`src/hdl/fcsg_pkg.sv`:
```
package fcsg_pkg;

    localparam int COORD_BITS = 12;
    localparam int RADIUS_BITS = 6;
    localparam int OUT_BITS = 13;
    localparam int MAX_RADIUS = 63;
    localparam int MAX_STEPS = 48;

    localparam int IN_DATA_BITS = 32;
    localparam int OUT_DATA_BITS = 104;

    // Offsets i and j, signed so that a comparison never wraps.
    localparam int OFS_BITS = 8;
    // Squares of offsets up to MAX_RADIUS, room for a sum of two, plus a sign bit.
    localparam int SQ_BITS = 14;
    localparam int CNT_BITS = 6;

    localparam int PC_BITS = 1;
    typedef logic [PC_BITS-1:0] pc_t;

    // Program addresses.
    localparam pc_t PC_IDLE = 1'b0;
    localparam pc_t PC_STEP = 1'b1;

    typedef enum logic [0:0] {
        COND_NO_INPUT,
        COND_MORE_WORK
    } cond_t;

    typedef struct packed {
        logic  take_in;
        logic  run_step;
        cond_t cond;
        pc_t   target;
    } ctrl_word_t;

    // Control store. The program counter advances by one unless the condition holds,
    // in which case it jumps to the target.
    function automatic ctrl_word_t rom_word(input pc_t pc);
        ctrl_word_t w;
        unique case (pc)
            PC_IDLE: w = '{take_in: 1'b1, run_step: 1'b0, cond: COND_NO_INPUT, target: PC_IDLE};
            PC_STEP: w = '{take_in: 1'b0, run_step: 1'b1, cond: COND_MORE_WORK, target: PC_STEP};
            default: w = '{take_in: 1'b0, run_step: 1'b0, cond: COND_NO_INPUT, target: PC_IDLE};
        endcase
        return w;
    endfunction

endpackage

```
`src/hdl/filled_circle_span_generator_top.sv`:
```
// Channel   Direction  Payload
// s_axis    in         tdata: center_x[11:0], center_y[23:12], radius[29:24], zero pad
// m_axis    out        tdata: near_left, near_right, near_row_low, near_row_high,
//                      wide_left, wide_right, wide_row_low, wide_row_high (13 bits each);
//                      tlast: last_step
//
// A circle request is taken, and then one result is produced per cycle, while m_axis
// does not hold it back, by a single step datapath, so a circle of radius r gives about
// r/sqrt(2)+1 results (46 for radius 63, never more than 48).
// The output register lets the next request be taken while the last result waits.
// Back-pressure on m_axis holds the sequencer on its step word without loss.
// Reset clears the program counter and the output valid flag asynchronously.
module filled_circle_span_generator_top
    import fcsg_pkg::*;
(
    input  logic                     clk,
    input  logic                     rst_n,
    input  logic                     s_axis_tvalid,
    output logic                     s_axis_tready,
    // center_x [11:0], center_y [23:12], radius [29:24], zeros [31:30]
    input  logic [IN_DATA_BITS-1:0]  s_axis_tdata,
    output logic                     m_axis_tvalid,
    input  logic                     m_axis_tready,
    // near_left, near_right, near_row_low, near_row_high, wide_left, wide_right,
    // wide_row_low, wide_row_high, 13 bits each from the lowest bit up
    output logic [OUT_DATA_BITS-1:0] m_axis_tdata,
    // last_step
    output logic                     m_axis_tlast
);

    // Sequencer state.
    pc_t        pc_reg, pc_next;
    ctrl_word_t cw;

    // Circle registers.
    logic signed [COORD_BITS-1:0] x_reg, x_next;
    logic signed [COORD_BITS-1:0] y_reg, y_next;
    logic signed [OFS_BITS-1:0]   i_reg, i_next;
    logic signed [OFS_BITS-1:0]   j_reg, j_next;
    logic signed [SQ_BITS-1:0]    sj_reg, sj_next;   // j*j
    logic signed [SQ_BITS-1:0]    si_reg, si_next;   // i*i
    logic signed [SQ_BITS-1:0]    rr_reg, rr_next;   // r*r
    logic [CNT_BITS-1:0]          cnt_reg, cnt_next;

    // Output register.
    logic                     out_valid_reg, out_valid_next;
    logic [OUT_DATA_BITS-1:0] out_data_reg, out_data_next;
    logic                     out_last_reg, out_last_next;

    // Step datapath.
    logic                          accept;
    logic                          slot_free;
    logic                          step_fire;
    logic signed [SQ_BITS-1:0]     f_val;
    logic                          dec;
    logic signed [OFS_BITS-1:0]    i_new;
    logic                          last;
    logic                          cond_hit;
    logic [RADIUS_BITS-1:0]        in_r;
    logic [2*RADIUS_BITS-1:0]      in_rr;
    logic signed [OUT_BITS-1:0]    xe, ye, ie, je;

    assign cw = rom_word(pc_reg);

    assign s_axis_tready = cw.take_in;
    assign accept        = s_axis_tvalid && cw.take_in;
    assign slot_free     = !out_valid_reg || m_axis_tready;
    assign step_fire     = cw.run_step && slot_free;

    assign in_r  = s_axis_tdata[2*COORD_BITS +: RADIUS_BITS];
    assign in_rr = in_r * in_r;

    // Decide whether the row offset drops in this step.
    assign f_val = sj_reg + si_reg - rr_reg;
    assign dec   = f_val > 0;
    assign i_new = dec ? i_reg - OFS_BITS'(1) : i_reg;
    assign last  = (i_new <= j_reg) || (cnt_reg == CNT_BITS'(MAX_STEPS - 1));

    assign xe = OUT_BITS'(x_reg);
    assign ye = OUT_BITS'(y_reg);
    assign ie = OUT_BITS'(i_new);
    assign je = OUT_BITS'(j_reg);

    always_comb
    begin
        unique case (cw.cond)
            COND_NO_INPUT:  cond_hit = !accept;
            COND_MORE_WORK: cond_hit = !(step_fire && last);
            default:        cond_hit = 1'b0;
        endcase
        pc_next = cond_hit ? cw.target : pc_reg + PC_BITS'(1);
    end

    always_comb
    begin
        x_next   = x_reg;
        y_next   = y_reg;
        i_next   = i_reg;
        j_next   = j_reg;
        sj_next  = sj_reg;
        si_next  = si_reg;
        rr_next  = rr_reg;
        cnt_next = cnt_reg;

        out_valid_next = out_valid_reg && !m_axis_tready;
        out_data_next  = out_data_reg;
        out_last_next  = out_last_reg;

        if (accept)
        begin
            x_next   = s_axis_tdata[0 +: COORD_BITS];
            y_next   = s_axis_tdata[COORD_BITS +: COORD_BITS];
            i_next   = OFS_BITS'(in_r);
            j_next   = '0;
            sj_next  = '0;
            si_next  = SQ_BITS'(in_rr);
            rr_next  = SQ_BITS'(in_rr);
            cnt_next = '0;
        end

        if (step_fire)
        begin
            // Squares are kept up to date by differences: (a-1)^2 = a^2 - 2a + 1.
            if (dec)
            begin
                i_next  = i_new;
                si_next = si_reg - SQ_BITS'({i_reg, 1'b0}) + SQ_BITS'(1);
            end
            j_next   = j_reg + OFS_BITS'(1);
            sj_next  = sj_reg + SQ_BITS'({j_reg, 1'b0}) + SQ_BITS'(1);
            cnt_next = cnt_reg + CNT_BITS'(1);

            out_valid_next = 1'b1;
            out_last_next  = last;
            out_data_next  = {OUT_BITS'(ye - je), OUT_BITS'(ye + je),
                              OUT_BITS'(xe + ie), OUT_BITS'(xe - ie),
                              OUT_BITS'(ye - ie), OUT_BITS'(ye + ie),
                              OUT_BITS'(xe + je), OUT_BITS'(xe - je)};
        end
    end

    always_ff @(posedge clk or negedge rst_n)
    begin
        if (!rst_n)
        begin
            pc_reg        <= PC_IDLE;
            out_valid_reg <= 1'b0;
        end
        else
        begin
            pc_reg        <= pc_next;
            out_valid_reg <= out_valid_next;
        end
    end

    always_ff @(posedge clk)
    begin
        x_reg        <= x_next;
        y_reg        <= y_next;
        i_reg        <= i_next;
        j_reg        <= j_next;
        sj_reg       <= sj_next;
        si_reg       <= si_next;
        rr_reg       <= rr_next;
        cnt_reg      <= cnt_next;
        out_data_reg <= out_data_next;
        out_last_reg <= out_last_next;
    end

    assign m_axis_tvalid = out_valid_reg;
    assign m_axis_tdata  = out_data_reg;
    assign m_axis_tlast  = out_last_reg;

    // A taken request always starts the step word.
    a_accept_starts: assert property (@(posedge clk) disable iff (!rst_n)
        s_axis_tvalid && s_axis_tready |=> pc_reg == PC_STEP)
        else $error("request taken but sequencer not stepping");

    // A pending result that is not the last one means the run is still going.
    a_run_open: assert property (@(posedge clk) disable iff (!rst_n)
        m_axis_tvalid && !m_axis_tlast |-> pc_reg == PC_STEP)
        else $error("run closed before its last result");

    // While stepping, the row offset never falls below the column.
    a_offsets: assert property (@(posedge clk) disable iff (!rst_n)
        pc_reg == PC_STEP |-> i_reg >= j_reg)
        else $error("row offset below column during a run");

    // The step count stays within the hard bound.
    a_count: assert property (@(posedge clk) disable iff (!rst_n)
        pc_reg == PC_STEP |-> cnt_reg <= CNT_BITS'(MAX_STEPS - 1))
        else $error("step count past its bound");

endmodule
```
`config.mk`:
```
export PLATFORM = sky130hd
export DESIGN_NAME = filled_circle_span_generator_top
export DESIGN_NICKNAME = d
export VERILOG_FILES = /design/src/hdl/fcsg_pkg.sv /design/src/hdl/filled_circle_span_generator_top.sv
export SDC_FILE = /design/constraint.sdc
export NUM_CORES = 1
export LEC_CHECK = 0
export ABC_AREA = 0
export BUFFER_PORTS_ARGS = -buffer_cell sky130_fd_sc_hd__buf_2
export CAP_MARGIN = 20
export CORE_ASPECT_RATIO = 0.8
export CORE_MARGIN = 5
export CORE_UTILIZATION = 65
export DETAILED_ROUTE_END_ITERATION = 8
export GPL_TIMING_DRIVEN = 0
export PLACE_DENSITY_LB_ADDON = 0.08
export SLEW_MARGIN = 10
export SYNTH_ARGS = -nofsm -noshare
export SYNTH_HDL_FRONTEND = slang
export SYNTH_SLANG_ARGS = --single-unit
```
`constraint.sdc`:
```
create_clock -name clk -period 11.98 [get_ports clk]
set_input_delay 0 -clock clk [delete_from_list [all_inputs] [get_ports clk]]
set_output_delay 0 -clock clk [all_outputs]
set_load 0.005 [all_outputs]
```
==> summary.txt <==
Status
  • Status: complete, no violations

Die
  • # IOs: roughly 140
  • Chip height: 140 um
  • CORE AREA: roughly 21000 um^2
  • Initial Util: 0.661
  • Die width: between 150 and 200 um
  • Row cnt: 47
  • Die ar.: 24100 um^2

Global route
  • GRT Util Overall: 0.282
  • Initial antenna violation count: 0
  • First-pass GRT wire length: 54.0 mm
  • Vias in the first global route: just over 10000
  • Total gr overflow: 0
  • Pin count of the biggest net entering global routing: 75

Routing
  • Wire per inst: around 19 um
  • DRC: 0
  • Detailed Route Iter0 Violations: ~1100
  • Metal-1 WL: 15.5 mm
  • First-pass DRT Iterations: 5
  • Final WL: ~34 mm
  • Avg Vias per Cell: around 5.9
  • WL met2: between 10 and 15 mm
  • Post-DRT Antenna Nets: 0
  • DR top layer: met4
  • Met3 wire len: 2.71 mm
  • Via count: ~11000

Synthesis
  • Ys async rst share: 0.0106
  • Synth unique cells: between 70 and 80
  • Yosys reg bits: about 190
  • Dominant cells by area after synthesis: edfxtp_1 36%, ha_1 15%, xnor2_1 5.9%, inv_1 4.7%, fa_1 4.2%
  • Seq/Total Area, Yosys: 0.396
  • Largest area contributor in the netlist: edfxtp_1
  • Mapped Cells: between 1000 and 1500
  • Top-area cell type share of the netlist area: 0.360
  • Synth Flop Type: edfxtp_1
  • Syn Nets: roughly 1600
  • Syn avg cell area: about 10 um^2
  • Mapped Area: 13700 um^2
  • Post-synth EDFFs: approximately 160
  • Synth warn: 0

Timing
  • Period utilization: 0.561
  • Setup violations, final: 0
  • RSZ-0062 raised after global routing: no
  • Relative slew slack: 0.373
  • Max Fclk: between 100 and 150 MHz
  • Number of max-slew violations in the final report: 0
  • Final Skew: 0.0143 ns
  • Final setup TNS: 0 ns
  • Tightest Pin Transition: just over 0.9 ns
  • Final Hold Fails: 0
  • Final min period: between 6 and 7 ns

Placement
  • Hpwl dp: around 25 mm
  • RD Place Congestion: roughly 0.9
  • Cells after DPL: 1748
  • Port bufs: between 100 and 150
  • Placed Area: 14800 um^2

Clock tree
  • Clk slew on worst S/H paths: approximately 0.080 ns
  • CTS buffer count: 17
  • Clock Tree Root: clkbuf_16
  • Clk Latency, worst-skew pair: 0.45 ns
  • TritonCTS sink count: roughly 190
  • Setup bufs post-CTS: 0
  • CTS tree: yes
  • H-Tree Depth: 4
  • CTS Buffer Depth: 2

Layout
  • Syn-to-layout area delta: 15.0%
  • Ant. Diodes: 0
  • Layout cells sized above 1: 0.132
  • Most common cell after layout, fill and taps aside: inv_1
  • FILL cells: approximately 1400
  • Nets: about 1800
  • Most used cells in the layout excluding fill and tap cells: 170 x inv_1, 167 x ha_1, 164 x edfxtp_1, 142 x buf_2, 91 x xnor2_1
  • Final Cell Area: 15700 um^2
  • Largest register FFs: 100
  • Finished Layout Cells: approximately 1800
  • Multi-input logic area: 7480 um^2
  • Register area: 5420 um^2

Worst setup path
  • CP Max Fanout: 10
  • R2r endpoint: m_axis_tdata[36]$_DFFE_PP_
  • Crit start category: flop
  • Worst Setup EP: m_axis_tdata[36]$_DFFE_PP_
  • Crit. Startpoint: sj_reg[9]$_SDFFCE_PN0P_
  • Worst reg2reg startpoint: sj_reg[9]$_SDFFCE_PN0P_
  • Arrival time worst endpoint: ~6.9 ns
  • Crit. End Element: flop
  • Req. time, crit path: 12.16 ns
  • Worst R2R Path Depth: 24
  • Critical path type: flop to flop
  • Slack of the worst reg-to-reg path: 5.25 ns

Run
  • Maxcap violations: 0

Min path
  • Type of the most critical hold path: primary input to flop
-- worst max-delay path, stage by stage (launching register included) --
cell and delay [ns]:
edfxtp_1 0.32, clkbuf_1 0.27, inv_1 0.11, fa_1 0.56
inv_1 0.05, ha_1 0.36, and3_1 0.23, nand3_1 0.08
or3b_1 0.41, a211oi_1 0.27, a311oi_1 0.09, a31o_1 0.24
buf_6 0.15, buf_6 0.15, or2_2 0.30, xnor2_1 0.37
ha_1 0.39, nor2b_1 0.17, o21ai_0 0.25, a21oi_1 0.14
o21ai_0 0.27, a21boi_0 0.20, o21ai_0 0.40, nand2_1 0.16
o311ai_0 0.51
-- layout make-up --
class | count | area share
Buffer | 32 | 0.0102
Clock buffer | 17 | 0.0270
Clock inverter | 15 | 0.0113
Inverter | 171 | 0.0411
Multi-Input combinational cell | 945 | 0.475
Sequential cell | 188 | 0.344
Tap cell | 269 | 0.0214
Timing Repair Buffer | 177 | 0.0696
-- cells by family (layout without fill, tap and decap cells) --
| kind of cell | count (synthesis) | count (layout) | share of synthesized area |
|---|---|---|---|
| AND/OR/NAND/NOR | 323 | 323 | 0.121 |
| AO/OA/AOI/OAI | 288 | 288 | 0.139 |
| buffers and inverters | 203 | 412 | 0.0583 |
| adder cells (fa/ha/maj) | 196 | 196 | 0.195 |
| flip-flops | 188 | 188 | 0.396 |
| XOR/XNOR | 117 | 117 | 0.0749 |
| multiplexers | 21 | 21 | 0.0159 |
-- synthesized netlist by cell type (26+ instances only) --
master / number
nor3_1: 34
nand3_1: 26
xnor2_1: 92
edfxtp_1: 164
nor2b_1: 29
nand2_1: 49
ha_1: 167
inv_1: 171
fa_1: 29
a21oi_1: 84
nor2_1: 88
o21ai_0: 51
-- per-stage QoR --
stage	setup slack [ns]	hold WS (ns)	util
global placement	5.55	-0.212	0.711
floorplan	6.64	-0.296	-
CTS	5.37	0.00805	0.760
finish	5.25	0.0107	0.760
detailed placement	5.42	-0.212	0.715
global route	4.89	0.0240	0.760
-- worst min path at each step --
stage / from / endpoint / slack, ns / cells past startpoint
floorplan: rst_n / m_axis_tvalid$_DFF_PN0_ / -0.30 / 0
global placement: rst_n / m_axis_tvalid$_DFF_PN0_ / -0.21 / 1
detailed placement: rst_n / m_axis_tvalid$_DFF_PN0_ / -0.21 / 1
CTS: s_axis_tdata[28] / i_reg[4]$_DFF_P_ / 0.008 / 4
global route: s_axis_tdata[28] / i_reg[4]$_DFF_P_ / 0.02 / 4
finish: s_axis_tdata[28] / i_reg[4]$_DFF_P_ / 0.01 / 4
-- metal layers --
metal / track usage / vias to the layer above
met5: 0 / -
met4: 0.0587 / 0
met3: 0.0476 / 31
met2: 0.426 / 454
met1: 0.430 / 5100
li1: - / 5123
-- what timing repair did --
item / in CTS / in global routing
gates resized for setup: 0 / 0
hold buffers: 33 / 0
endpoints found under the hold margin: 33 / 0
Power is not shown: default switching activity piles up to over one toggle a cycle in this logic, so the estimate is an artifact.
